**config.mk**
```make
export PLATFORM = sky130hd
export DESIGN_NAME = page_entry_update_coalescer_flat
export DESIGN_NICKNAME = d
export VERILOG_FILES = /design/src/hdl/pec_pkg.sv /design/src/hdl/pec_if.sv /design/src/hdl/page_entry_update_coalescer.sv /design/src/hdl/pec_ram.sv /design/src/hdl/pec_ctrl.sv /design/src/hdl/pec_dpath.sv /design/src/flat_wrapper.sv
export SDC_FILE = /design/constraint.sdc
export NUM_CORES = 2
export LEC_CHECK = 0
export BUFFER_PORTS_ARGS = -buffer_cell sky130_fd_sc_hd__buf_2
export CAP_MARGIN = 10
export CORE_MARGIN = 3
export CORE_UTILIZATION = 35
export DETAILED_ROUTE_END_ITERATION = 7
export HOLD_SLACK_MARGIN = 0.03
export SLEW_MARGIN = 20
export SYNTH_ARGS = -nofsm -noshare
export SYNTH_HDL_FRONTEND = slang
export SYNTH_HIERARCHICAL = 1
export SYNTH_SLANG_ARGS = --single-unit
```
**constraint.sdc**
```tcl
create_clock -name clk -period 9.3 [get_ports clk]
set_input_delay 1.86 -clock clk [delete_from_list [all_inputs] [get_ports clk]]
set_output_delay 1.86 -clock clk [all_outputs]
set_load 0.02 [all_outputs]
```
**src/hdl/pec_pkg.sv**
```systemverilog
// Package for the page entry update coalescer: word types, config register
// indexes, default parameter values. No dependencies.
`default_nettype none
package pec_pkg;

  // default parameter values
  localparam int MAX_ENTRIES_DEF = 16;
  localparam int FRAME_LSB_DEF   = 12;
  localparam int FRAME_MSB_DEF   = 45;
  localparam int COPY_BITS_DEF   = 16;

  // config port
  localparam int CFG_IDX_W  = 4;
  localparam int CFG_DATA_W = 64;
  localparam logic [CFG_IDX_W-1:0] CFG_TABLE_BASE  = 4'd0;
  localparam logic [CFG_IDX_W-1:0] CFG_ENTRY_LIMIT = 4'd1;
  localparam logic [CFG_IDX_W-1:0] CFG_COPY_LIMIT  = 4'd2;
  localparam logic [CFG_IDX_W-1:0] CFG_ATTR_MASK   = 4'd3;

  // input opcodes
  localparam logic OP_WRITE = 1'b0;
  localparam logic OP_FLUSH = 1'b1;

  // run modes
  localparam logic [1:0] MODE_DUP_FIRST  = 2'd0;
  localparam logic [1:0] MODE_REPL_FIRST = 2'd1;
  localparam logic [1:0] MODE_DUP_LAST   = 2'd2;
  localparam logic [1:0] MODE_REPL_LAST  = 2'd3;

  typedef struct packed {
    logic        op;
    logic [31:0] byte_offset;
    logic [63:0] entry_value;
  } pec_in_t;

  typedef struct packed {
    logic [31:0] start_index;
    logic [1:0]  run_mode;
    logic [15:0] copy_count;
    logic [4:0]  entry_count;
    logic [63:0] entry_out;
    logic        last_entry;
  } pec_out_t;

  // controller -> datapath
  typedef struct packed {
    logic capture;    // latch the accepted input word
    logic absorb;     // merge the word into the held request
    logic start_new;  // open a new request with the word
    logic drain_init; // reset the read pointer
    logic drain_run;  // stream held entries out
  } pec_cmd_t;

  // datapath -> controller
  typedef struct packed {
    logic is_flush;
    logic empty;
    logic absorb_ok;
    logic drain_done;
  } pec_status_t;

endpackage
`default_nettype wire

```
**src/hdl/pec_if.sv**
```systemverilog
// Valid/ready channel interfaces for the coalescer's input and result words.
// Depends on pec_pkg.
`default_nettype none
interface pec_in_if;
  import pec_pkg::*;
  logic    valid;
  logic    ready;
  pec_in_t data;
  modport source (output valid, output data, input ready);
  modport sink   (input valid, input data, output ready);
endinterface

interface pec_out_if;
  import pec_pkg::*;
  logic     valid;
  logic     ready;
  pec_out_t data;
  modport source (output valid, output data, input ready);
  modport sink   (input valid, input data, output ready);
endinterface
`default_nettype wire

```
**src/hdl/page_entry_update_coalescer.sv**
```systemverilog
// Page entry update coalescer, top level: controller plus datapath.
// Depends on pec_pkg, pec_if, pec_ctrl, pec_dpath (and pec_ram below it).
//
// Usage:
//  - in_chan carries words {op, byte_offset, entry_value}. op = write merges
//    one page entry into the held request; op = flush emits it.
//  - out_chan carries one word per held entry of an emitted request, in
//    order, with last_entry set on the final word. start_index, run_mode,
//    copy_count and entry_count repeat on every word of a request.
//  - cfg_we/cfg_index/cfg_wdata write table_base (0), entry_limit (1),
//    copy_limit (2) and attr_mask (3). Write only while the block is idle.
//  - Timing: a write that merges or starts a request is accepted, then
//    evaluated against precomputed next-index / next-frame registers.
//    A flush, or a write that cannot merge, drains N held entries through
//    the registered-read entry RAM, and in_chan.ready returns in the cycle
//    after the last word is taken.
//  - in_chan.ready is low while a request drains; one word at a time.
//  - A stalled receiver holds the output word; the RAM read behind it waits.
//  - Reset (synchronous, rst_n low) empties the held request and restores
//    the register defaults; the entry RAM is not cleared (only written
//    slots are ever read).
`default_nettype none
module page_entry_update_coalescer #(
  parameter int MAX_ENTRIES = pec_pkg::MAX_ENTRIES_DEF,
  parameter int FRAME_LSB   = pec_pkg::FRAME_LSB_DEF,
  parameter int FRAME_MSB   = pec_pkg::FRAME_MSB_DEF,
  parameter int COPY_BITS   = pec_pkg::COPY_BITS_DEF
) (
  input  wire logic                           clk,
  input  wire logic                           rst_n,
  pec_in_if.sink                              in_chan,
  pec_out_if.source                           out_chan,
  input  wire logic                           cfg_we,
  input  wire logic [pec_pkg::CFG_IDX_W-1:0]  cfg_index,
  input  wire logic [pec_pkg::CFG_DATA_W-1:0] cfg_wdata
);
  import pec_pkg::*;

  pec_cmd_t    cmd;
  pec_status_t st;
  logic        in_ready;
  logic        out_valid;
  pec_out_t    out_data;

  // sequencer: owns the input handshake
  pec_ctrl u_ctrl (
    .clk      (clk),
    .rst_n    (rst_n),
    .in_valid (in_chan.valid),
    .in_ready (in_ready),
    .st       (st),
    .cmd      (cmd)
  );

  // datapath: owns the config, held request, store and output register
  pec_dpath #(
    .MAX_ENTRIES (MAX_ENTRIES),
    .FRAME_LSB   (FRAME_LSB),
    .FRAME_MSB   (FRAME_MSB),
    .COPY_BITS   (COPY_BITS)
  ) u_dpath (
    .clk       (clk),
    .rst_n     (rst_n),
    .cfg_we    (cfg_we),
    .cfg_index (cfg_index),
    .cfg_wdata (cfg_wdata),
    .in_data   (in_chan.data),
    .out_valid (out_valid),
    .out_ready (out_chan.ready),
    .out_data  (out_data),
    .cmd       (cmd),
    .st        (st)
  );

  assign in_chan.ready  = in_ready;
  assign out_chan.valid = out_valid;
  assign out_chan.data  = out_data;

  // input is taken only when no request is draining
  a_no_overlap: assert property (@(posedge clk) disable iff (!rst_n)
    !(in_chan.ready && out_chan.valid))
    else $error("input accepted while a request drains");

  // every emitted word belongs to a non-empty request
  a_count_nonzero: assert property (@(posedge clk) disable iff (!rst_n)
    out_chan.valid |-> (out_chan.data.entry_count != 5'd0))
    else $error("result word with zero entry count");

  // after the final word of a request, the output goes quiet
  a_last_ends: assert property (@(posedge clk) disable iff (!rst_n)
    (out_chan.valid && out_chan.ready && out_chan.data.last_entry) |=> !out_chan.valid)
    else $error("result word after end of request");

  // the merge path never writes the store during drain (a new request may open as the drain ends)
  a_no_write_in_drain: assert property (@(posedge clk) disable iff (!rst_n)
    cmd.drain_run |-> !cmd.absorb)
    else $error("merge during drain");
endmodule
`default_nettype wire

```
**src/hdl/pec_ram.sv**
```systemverilog
// Generic simple dual-port RAM: one write port, one read port, registered read.
// No dependencies.
`default_nettype none
module pec_ram #(
  parameter int WIDTH = 64,
  parameter int DEPTH = 16,
  parameter int AW    = (DEPTH > 1) ? $clog2(DEPTH) : 1
) (
  input  wire logic             clk,
  input  wire logic             we,
  input  wire logic [AW-1:0]    waddr,
  input  wire logic [WIDTH-1:0] wdata,
  input  wire logic             re,
  input  wire logic [AW-1:0]    raddr,
  output logic      [WIDTH-1:0] rdata
);
  logic [WIDTH-1:0] mem [DEPTH];

  always_ff @(posedge clk) begin
    if (we) begin
      mem[waddr] <= wdata;
    end
    if (re) begin
      rdata <= mem[raddr];
    end
  end
endmodule
`default_nettype wire

```
**src/hdl/pec_ctrl.sv**
```systemverilog
// Sequencer for the coalescer: accept, evaluate, drain.
// Depends on pec_pkg.
`default_nettype none
module pec_ctrl (
  input  wire logic                 clk,
  input  wire logic                 rst_n,
  input  wire logic                 in_valid,
  output logic                      in_ready,
  input  wire pec_pkg::pec_status_t st,
  output pec_pkg::pec_cmd_t         cmd
);
  import pec_pkg::*;

  typedef enum logic [2:0] {
    ST_IDLE  = 3'b001,
    ST_EVAL  = 3'b010,
    ST_DRAIN = 3'b100
  } state_t;

  state_t state_r, state_nxt;
  logic   pend_r, pend_nxt;  // a write waits for the drain to finish

  always_comb begin
    state_nxt = state_r;
    pend_nxt  = pend_r;
    cmd       = '0;
    in_ready  = 1'b0;
    case (state_r)
      ST_IDLE: begin
        in_ready = 1'b1;
        if (in_valid) begin
          cmd.capture = 1'b1;
          state_nxt   = ST_EVAL;
        end
      end
      ST_EVAL: begin
        if (st.is_flush) begin
          if (st.empty) begin
            state_nxt = ST_IDLE;
          end else begin
            cmd.drain_init = 1'b1;
            pend_nxt       = 1'b0;
            state_nxt      = ST_DRAIN;
          end
        end else if (st.empty) begin
          cmd.start_new = 1'b1;
          state_nxt     = ST_IDLE;
        end else if (st.absorb_ok) begin
          cmd.absorb = 1'b1;
          state_nxt  = ST_IDLE;
        end else begin
          cmd.drain_init = 1'b1;
          pend_nxt       = 1'b1;
          state_nxt      = ST_DRAIN;
        end
      end
      ST_DRAIN: begin
        cmd.drain_run = 1'b1;
        if (st.drain_done) begin
          cmd.start_new = pend_r;
          pend_nxt      = 1'b0;
          state_nxt     = ST_IDLE;
        end
      end
      default: begin
        state_nxt = ST_IDLE;
        pend_nxt  = 1'b0;
      end
    endcase
  end

  always_ff @(posedge clk) begin
    if (!rst_n) begin
      state_r <= ST_IDLE;
      pend_r  <= 1'b0;
    end else begin
      state_r <= state_nxt;
      pend_r  <= pend_nxt;
    end
  end
endmodule
`default_nettype wire

```
**src/hdl/pec_dpath.sv**
```systemverilog
// Datapath of the coalescer: config registers, held request, entry store,
// merge checks and the drain pipeline. Depends on pec_pkg and pec_ram.
`default_nettype none
module pec_dpath #(
  parameter int MAX_ENTRIES = pec_pkg::MAX_ENTRIES_DEF,
  parameter int FRAME_LSB   = pec_pkg::FRAME_LSB_DEF,
  parameter int FRAME_MSB   = pec_pkg::FRAME_MSB_DEF,
  parameter int COPY_BITS   = pec_pkg::COPY_BITS_DEF
) (
  input  wire logic                                 clk,
  input  wire logic                                 rst_n,
  input  wire logic                                 cfg_we,
  input  wire logic [pec_pkg::CFG_IDX_W-1:0]        cfg_index,
  input  wire logic [pec_pkg::CFG_DATA_W-1:0]       cfg_wdata,
  input  wire pec_pkg::pec_in_t                     in_data,
  output logic                                      out_valid,
  input  wire logic                                 out_ready,
  output pec_pkg::pec_out_t                         out_data,
  input  wire pec_pkg::pec_cmd_t                    cmd,
  output pec_pkg::pec_status_t                      st
);
  import pec_pkg::*;

  localparam int CNTW = $clog2(MAX_ENTRIES + 1);
  localparam int AW   = (MAX_ENTRIES > 1) ? $clog2(MAX_ENTRIES) : 1;
  localparam int IDX_SH = FRAME_LSB % 32;
  localparam int FW   = FRAME_MSB - FRAME_LSB + 1;
  localparam logic [63:0] FMASK = (FW <= 0) ? 64'd0 :
                                  (FW >= 64) ? {64{1'b1}} : ((64'd1 << FW) - 64'd1);

  // config
  logic [31:0] table_base_r;
  logic [4:0]  entry_limit_r;
  logic [15:0] copy_limit_r;
  logic [63:0] attr_mask_r;

  // held request
  logic [CNTW-1:0]      count_r;
  logic [COPY_BITS-1:0] copies_r;
  logic [1:0]           mode_r;
  logic [31:0]          start_r;
  logic [63:0]          last_r;      // copy of the newest stored entry
  logic [63:0]          exp_frame_r; // frame a replicate copy must carry
  logic [31:0]          exp_idx_r;   // index the next joining write must have

  // captured word
  logic        op_r;
  logic [63:0] e_r;
  logic [31:0] idx_r;

  // drain
  logic [CNTW-1:0] rd_ptr_r;
  logic            rv_r;       // RAM read data pending
  logic            rlast_r;
  logic            out_valid_r;
  logic [63:0]     out_entry_r;
  logic            out_last_r;
  logic [63:0]     ram_rdata;

  // merge checks
  logic [7:0]  cnt8, lim8;
  logic        first, pos_ok, cap_ok, lim_ok, dup, repl, copy_hit;
  logic        act_copy, act_append;
  logic [1:0]  new_mode;
  logic [63:0] e_frame;
  logic        issue, move;
  logic        ram_we;
  logic [AW-1:0] ram_waddr;

  always_comb begin
    cnt8 = 8'(count_r);
    if (entry_limit_r == 5'd0) begin
      lim8 = 8'd1;
    end else if (8'(entry_limit_r) > 8'(MAX_ENTRIES)) begin
      lim8 = 8'(MAX_ENTRIES);
    end else begin
      lim8 = 8'(entry_limit_r);
    end
    first   = (cnt8 == 8'd1);
    lim_ok  = (cnt8 < lim8);
    pos_ok  = (idx_r == exp_idx_r);
    cap_ok  = (32'(copies_r) != 32'(copy_limit_r));
    e_frame = (e_r >> FRAME_LSB) & FMASK;
    dup     = (e_r == last_r);
    repl    = (((e_r ^ last_r) & attr_mask_r) == 64'd0) && (e_frame == exp_frame_r);

    act_copy   = 1'b0;
    act_append = 1'b0;
    new_mode   = mode_r;
    copy_hit   = (first && mode_r == MODE_DUP_FIRST && dup) ||
                 (first && mode_r == MODE_REPL_FIRST && repl) ||
                 (mode_r == MODE_DUP_LAST && dup) ||
                 (mode_r == MODE_REPL_LAST && repl);
    if (pos_ok && cap_ok) begin
      if (copies_r == '0) begin
        if (dup) begin
          act_copy = 1'b1;
          new_mode = first ? MODE_DUP_FIRST : MODE_DUP_LAST;
        end else if (repl) begin
          act_copy = 1'b1;
          new_mode = first ? MODE_REPL_FIRST : MODE_REPL_LAST;
        end else begin
          act_append = lim_ok;
        end
      end else if (copy_hit) begin
        act_copy = 1'b1;
      end else begin
        act_append = (mode_r == MODE_DUP_FIRST || mode_r == MODE_REPL_FIRST) && lim_ok;
      end
    end
  end

  assign st.is_flush   = (op_r == OP_FLUSH);
  assign st.empty      = (count_r == '0);
  assign st.absorb_ok  = act_copy | act_append;
  assign st.drain_done = out_valid_r && out_ready && out_last_r;

  // drain pipeline: RAM read -> pending data -> output register
  assign move  = rv_r && (!out_valid_r || out_ready);
  assign issue = cmd.drain_run && (rd_ptr_r < count_r) && (!rv_r || move);

  assign ram_we    = cmd.start_new || (cmd.absorb && act_append);
  assign ram_waddr = cmd.start_new ? '0 : count_r[AW-1:0];

  pec_ram #(
    .WIDTH (64),
    .DEPTH (MAX_ENTRIES)
  ) u_store (
    .clk   (clk),
    .we    (ram_we),
    .waddr (ram_waddr),
    .wdata (e_r),
    .re    (issue),
    .raddr (rd_ptr_r[AW-1:0]),
    .rdata (ram_rdata)
  );

  // control state
  always_ff @(posedge clk) begin
    if (!rst_n) begin
      table_base_r  <= 32'd0;
      entry_limit_r <= 5'd16;
      copy_limit_r  <= 16'hFFFF;
      attr_mask_r   <= 64'd0;
      count_r       <= '0;
      copies_r      <= '0;
      mode_r        <= MODE_DUP_FIRST;
      start_r       <= 32'd0;
      rd_ptr_r      <= '0;
      rv_r          <= 1'b0;
      out_valid_r   <= 1'b0;
    end else begin
      if (cfg_we) begin
        case (cfg_index)
          CFG_TABLE_BASE:  table_base_r  <= cfg_wdata[31:0];
          CFG_ENTRY_LIMIT: entry_limit_r <= cfg_wdata[4:0];
          CFG_COPY_LIMIT:  copy_limit_r  <= cfg_wdata[15:0];
          CFG_ATTR_MASK:   attr_mask_r   <= cfg_wdata;
          default: ;
        endcase
      end

      if (cmd.start_new) begin
        start_r  <= idx_r;
        count_r  <= CNTW'(1);
        copies_r <= '0;
        mode_r   <= MODE_DUP_FIRST;
      end else if (cmd.absorb) begin
        if (act_copy) begin
          copies_r <= copies_r + 1'b1;
          mode_r   <= new_mode;
        end
        if (act_append) begin
          count_r <= count_r + 1'b1;
        end
      end else if (st.drain_done) begin
        count_r <= '0;
      end

      if (cmd.drain_init) begin
        rd_ptr_r <= '0;
      end else if (issue) begin
        rd_ptr_r <= rd_ptr_r + 1'b1;
      end

      if (issue) begin
        rv_r <= 1'b1;
      end else if (move) begin
        rv_r <= 1'b0;
      end

      if (move) begin
        out_valid_r <= 1'b1;
      end else if (out_valid_r && out_ready) begin
        out_valid_r <= 1'b0;
      end
    end
  end

  // payload registers
  always_ff @(posedge clk) begin
    if (cmd.capture) begin
      op_r  <= in_data.op;
      e_r   <= in_data.entry_value;
      idx_r <= (in_data.byte_offset >> IDX_SH) - (table_base_r >> IDX_SH);
    end
    if (cmd.start_new || (cmd.absorb && act_append)) begin
      last_r <= e_r;
    end
    exp_frame_r <= ((last_r >> FRAME_LSB) & FMASK) + 64'(copies_r) + 64'd1;
    exp_idx_r   <= start_r + 32'(copies_r) + 32'(count_r);
    if (issue) begin
      rlast_r <= (({1'b0, rd_ptr_r} + 1'b1) == {1'b0, count_r});
    end
    if (move) begin
      out_entry_r <= ram_rdata;
      out_last_r  <= rlast_r;
    end
  end

  assign out_valid            = out_valid_r;
  assign out_data.start_index = start_r;
  assign out_data.run_mode    = (copies_r != '0) ? mode_r : MODE_DUP_FIRST;
  assign out_data.copy_count  = 16'(32'(copies_r));
  assign out_data.entry_count = cnt8[4:0];
  assign out_data.entry_out   = out_entry_r;
  assign out_data.last_entry  = out_last_r;
endmodule
`default_nettype wire

```
**src/flat_wrapper.sv**
```systemverilog
// flat-port wrapper written by rule: the top's interface ports become plain ports
module page_entry_update_coalescer_flat import pec_pkg::*;
#(
  parameter int MAX_ENTRIES = pec_pkg::MAX_ENTRIES_DEF,
  parameter int FRAME_LSB   = pec_pkg::FRAME_LSB_DEF,
  parameter int FRAME_MSB   = pec_pkg::FRAME_MSB_DEF,
  parameter int COPY_BITS   = pec_pkg::COPY_BITS_DEF
)
  (clk, rst_n, cfg_we, cfg_index, cfg_wdata, in_chan_valid, in_chan_data, in_chan_ready, out_chan_valid, out_chan_data, out_chan_ready);
  pec_in_if in_chan_i ();
  pec_out_if out_chan_i ();
  input  wire logic clk;
  input  wire logic rst_n;
  input  wire logic cfg_we;
  input  wire logic [pec_pkg::CFG_IDX_W-1:0] cfg_index;
  input  wire logic [pec_pkg::CFG_DATA_W-1:0] cfg_wdata;
  input wire logic [$bits(in_chan_i.valid)-1:0] in_chan_valid;
  input wire logic [$bits(in_chan_i.data)-1:0] in_chan_data;
  output wire logic [$bits(in_chan_i.ready)-1:0] in_chan_ready;
  output wire logic [$bits(out_chan_i.valid)-1:0] out_chan_valid;
  output wire logic [$bits(out_chan_i.data)-1:0] out_chan_data;
  input wire logic [$bits(out_chan_i.ready)-1:0] out_chan_ready;
  assign in_chan_i.valid = in_chan_valid;
  assign in_chan_i.data = in_chan_data;
  assign in_chan_ready = in_chan_i.ready;
  assign out_chan_valid = out_chan_i.valid;
  assign out_chan_data = out_chan_i.data;
  assign out_chan_i.ready = out_chan_ready;
  page_entry_update_coalescer #(.MAX_ENTRIES(MAX_ENTRIES), .FRAME_LSB(FRAME_LSB), .FRAME_MSB(FRAME_MSB), .COPY_BITS(COPY_BITS)) u_core (.clk(clk), .rst_n(rst_n), .in_chan(in_chan_i), .out_chan(out_chan_i), .cfg_we(cfg_we), .cfg_index(cfg_index), .cfg_wdata(cfg_wdata));
endmodule
```
==> out/summary.txt <==
Library cells used by synthesis - 72
Startpoint-to-endpoint class of the critical path - reg -> reg
Prevailing post-synth register cell - sky130_fd_sc_hd__edfxtp_1
Wire length per cell - 26.1 µm
Clock root buffer - sky130_fd_sc_hd__clkbuf_16
Hold path startpoint - u_core/u_dpath/u_store/rdata[46]$_DFFE_PP_
Max stage delay on crit path - 860 ps
Standard cell with the maximum stage delay on the critical path - sky130_fd_sc_hd__edfxtp_1
Number of max-cap violations - 0
Via-to-Cell Ratio - 5.23
Post-layout minimum cycle time - 7010 ps
Number of port buffers - 279
Number of hold-slack violations in the final timing report - 0
Proportion of layout cells with a drive suffix above 1 - 22.8%
Post-cts resize count - 0
Post-synthesis sequential element count - 1531
Setup repair after global routing missed its margin - no
Clock tree from TritonCTS - yes
Number of synthesized flops with an enable pin - 1304
Final core utilization - 41.2%
Total Nets Final - 3983
Number of sinks on the clock net - 1531
Switch share - 21.3%
Final setup slack of the worst path - 2290 ps
Number of detailed-routing iterations run before antenna repair - 5
Library cell with the highest instance count after synthesis - sky130_fd_sc_hd__edfxtp_1
CP Buf/Inv Count - 3
Detailed-route via count - 31700
Via count of the first global-routing pass - 32000
Die boundary width - 419 µm
Power after layout - 14400 µW
Max Freq - 0.143 GHz
Hpwl dp - 96.7 mm
Worst flop-to-flop path startpoint - u_core/u_dpath/e_r[17]$_DFFE_PP_
Synth top cells by count - 1304 x sky130_fd_sc_hd__edfxtp_1, 308 x sky130_fd_sc_hd__nand2_1, 256 x sky130_fd_sc_hd__mux4_2, 227 x sky130_fd_sc_hd__dfxtp_1, 151 x sky130_fd_sc_hd__a22oi_1
Placeable Area - 0.168 mm²
Overall track demand over capacity in global routing - 18.0%
Global-route wire length before repair - 228 mm
Maximum clock skew at final layout - 47.1 ps
Average cell area after synthesis - 17.8 µm²
Maximum resistive drop on vdd - 0.160 mV
Endpoint arrival time on the critical path - 7440 ps
Total of endpoints with negative setup slack in the final report - 0
Crit path from - u_core/u_dpath/e_r[17]$_DFFE_PP_
Post-detailed-route DRC marker count - 0
Sw Pwr - 3070 µW
Leakage power summed over all cells - 0.0227 µW
Total negative setup slack - 0 ps
CTS HTree Levels - 4
TritonCTS Buffers - 163
Ordered list of cells on the worst path - inv_1, a22o_1, or4_1, nor4_2, nand4_1, a211oi_4, nor2_1, a21boi_0, and3b_1, and2_1, nor4b_2, or2_4, buf_4, nand3_1, nor3_2, buf_4
Highest fanout seen on the critical path - 65
Area of the mapped netlist - 0.0597 mm²
Max-slew headroom - 12.0%
Clock transition at the registers of the reported paths - 60 ps
Most area-hungry cell type in the Yosys netlist - sky130_fd_sc_hd__edfxtp_1
Num ports - 292
Critical Path RT - 9720 ps
Power per unit of standard cell area - 208 mW/mm²
Number of placement rows - 150
Clock latency of the later-clocked register in the worst-skew pair - 800 ps
Type of destination of the critical path - flip-flop
Post-synthesis to final-layout area growth - 16.1%
Largest net degree at the start of global routing - 149
Gr ovfl total - 0
Worst path most repeated cell - sky130_fd_sc_hd__buf_4
Post-route antenna net violation count - 0
Share of total power in sequential cells - 52.9%
Worst hold margin - 414 ps
Post-synth top area share - 65.6%
Initial drt markers - 2717
Worst-margin pin slew - 1320 ps
Run status - finished clean
Family of cells with the greatest summed delay on the critical path - simple AND/OR/NAND/NOR gates
Gate power share - 2.2%
CTS Hold Buffers Added - 0
Die Y-Extent - 419 µm
Syn Nets - 3615
Post-synth ARST share - 0%
Nature of the critical path startpoint - flip-flop
Routability Congestion - 0.906
Internal portion of total power - 11300 µW
Wirelength, routed - 159 mm
Antenna violations before repair - 15
Count of yosys warnings during synthesis - 6
CTS max path bufs - 3
Die area - 0.176 mm²
Share of the clock period used by the worst path after layout - 75.4%
Buffers inserted during post-CTS setup optimization - 0
Post-place setup slack - 2320 ps
Portion of total power attributed to the clock network - 44.9%
Final count of pins violating max slew - 0
Cell types with the largest area share after synthesis - sky130_fd_sc_hd__edfxtp_1 66%, sky130_fd_sc_hd__mux4_2 9.7%, sky130_fd_sc_hd__dfxtp_1 7.6%, sky130_fd_sc_hd__nand2_1 1.9%, sky130_fd_sc_hd__a22oi_1 1.9%
Effective utilization at floorplan - 35.5%
Cell count after synthesis - 3359
Worst hold path type - reg -> reg
Sequential cell area fraction in the yosys report - 73.2%
==> final timing paths <==
| check | end | cells past startpoint | slack, ps |
|---|---|---|---|
| max reg2reg | u_core/u_dpath/u_store/mem[12][1]$_DFFE_PP_ | 16 | 2290 |
| min reg2reg | u_core/u_dpath/out_entry_r[46]$_DFFE_PP_ | 0 | 410 |
| max | u_core/u_dpath/u_store/mem[12][1]$_DFFE_PP_ | 16 | 2290 |
| min | u_core/u_dpath/out_entry_r[46]$_DFFE_PP_ | 0 | 410 |
==> cell type report <==
cell class | instances | area (µm²)
Multi-Input combinational cell | 1620 | 15200
Tap cell | 2204 | 2760
Inverter | 64 | 240
Clock buffer | 196 | 4230
Fill cell | 14900 | 99100
Sequential cell | 1531 | 43700
Antenna cell | 5 | 12.5
Timing Repair Buffer | 347 | 2070
Clock inverter | 99 | 1100
==> flip-flops by register name, indices dropped and copies added (netlist names), 20 cells and up <==
signal	cells
u_core/u_dpath/u_store/mem	1024
u_core/u_dpath/out_entry_r	64
u_core/u_dpath/last_r	64
u_core/u_dpath/exp_idx_r	32
u_core/u_dpath/table_base_r	20
u_core/u_dpath/idx_r	21
u_core/u_dpath/u_store/rdata	64
u_core/u_dpath/attr_mask_r	64
u_core/u_dpath/e_r	64
u_core/u_dpath/start_r	21
u_core/u_dpath/exp_frame_r	35
==> cell usage in the layout (no fill, tap or decap), drive strengths merged, types with 12 or more instances in the layout <==
cell | netlist | layout
clkbuf | 79 | 196
o21a | 17 | 17
a21oi | 35 | 35
nand3 | 38 | 38
o21ai | 21 | 21
a21boi | 85 | 85
xor2 | 98 | 98
and2 | 17 | 17
edfxtp | 1304 | 1304
a22oi | 151 | 151
nand4 | 38 | 38
buf | 65 | 347
nor2b | 44 | 44
dfxtp | 227 | 227
nor3 | 26 | 26
bufinv | 0 | 15
a21o | 19 | 19
mux4 | 256 | 256
nand2 | 308 | 308
clkinv | 0 | 72
nor2 | 79 | 79
nand2b | 18 | 18
ha | 78 | 78
inv | 64 | 72
and3 | 12 | 12
mux2i | 31 | 31
xnor2 | 116 | 116
nor4 | 34 | 34
==> routing by layer <==
metal	vias to the layer above	global-route usage [%]	wire length, µm
met4	0	6.45	5430
met2	1047	30.6	79800
met3	267	3.01	8870
li1	13900	-	-
met1	16500	23.2	64400
met5	-	0	0
==> per-stage QoR <==
stage | area, µm² | instances
after floorplan | 59700 | 3359
after global placement | 64000 | 5766
after detailed placement | 64000 | 5766
after CTS | 69300 | 6061
after global routing | 69300 | 6064
final | 69300 | 6066
==> power by group through the flow <==
| stage | combinational (µW) | clock, µW | sequential, µW |
|---|---|---|---|
| final | 319 | 6460 | 7620 |
| after global routing | 341 | 6910 | 7630 |
| after CTS | 325 | 6620 | 7620 |
| after detailed placement | 324 | 0 | 7770 |
| after global placement | 321 | 0 | 7760 |
| after floorplan | 137 | 0 | 7740 |
==> logic make-up (layout without fill, tap and decap cells) <==
| logic type | after synthesis | in the layout | share of synthesized area, % |
|---|---|---|---|
| DFF | 1531 | 1531 | 73.2 |
| and+or+nand+nor | 648 | 648 | 5.19 |
| AOI/OAI and AO/OA | 385 | 385 | 4.73 |
| muxes | 287 | 287 | 10.2 |
| xor gates and xnor gates | 214 | 214 | 3.14 |
| buffers and inverters | 208 | 706 | 1.64 |
| adders and majority gates | 86 | 86 | 1.90 |
| other | 0 | 5 | 0 |
(Power assumes the default switching activity.)
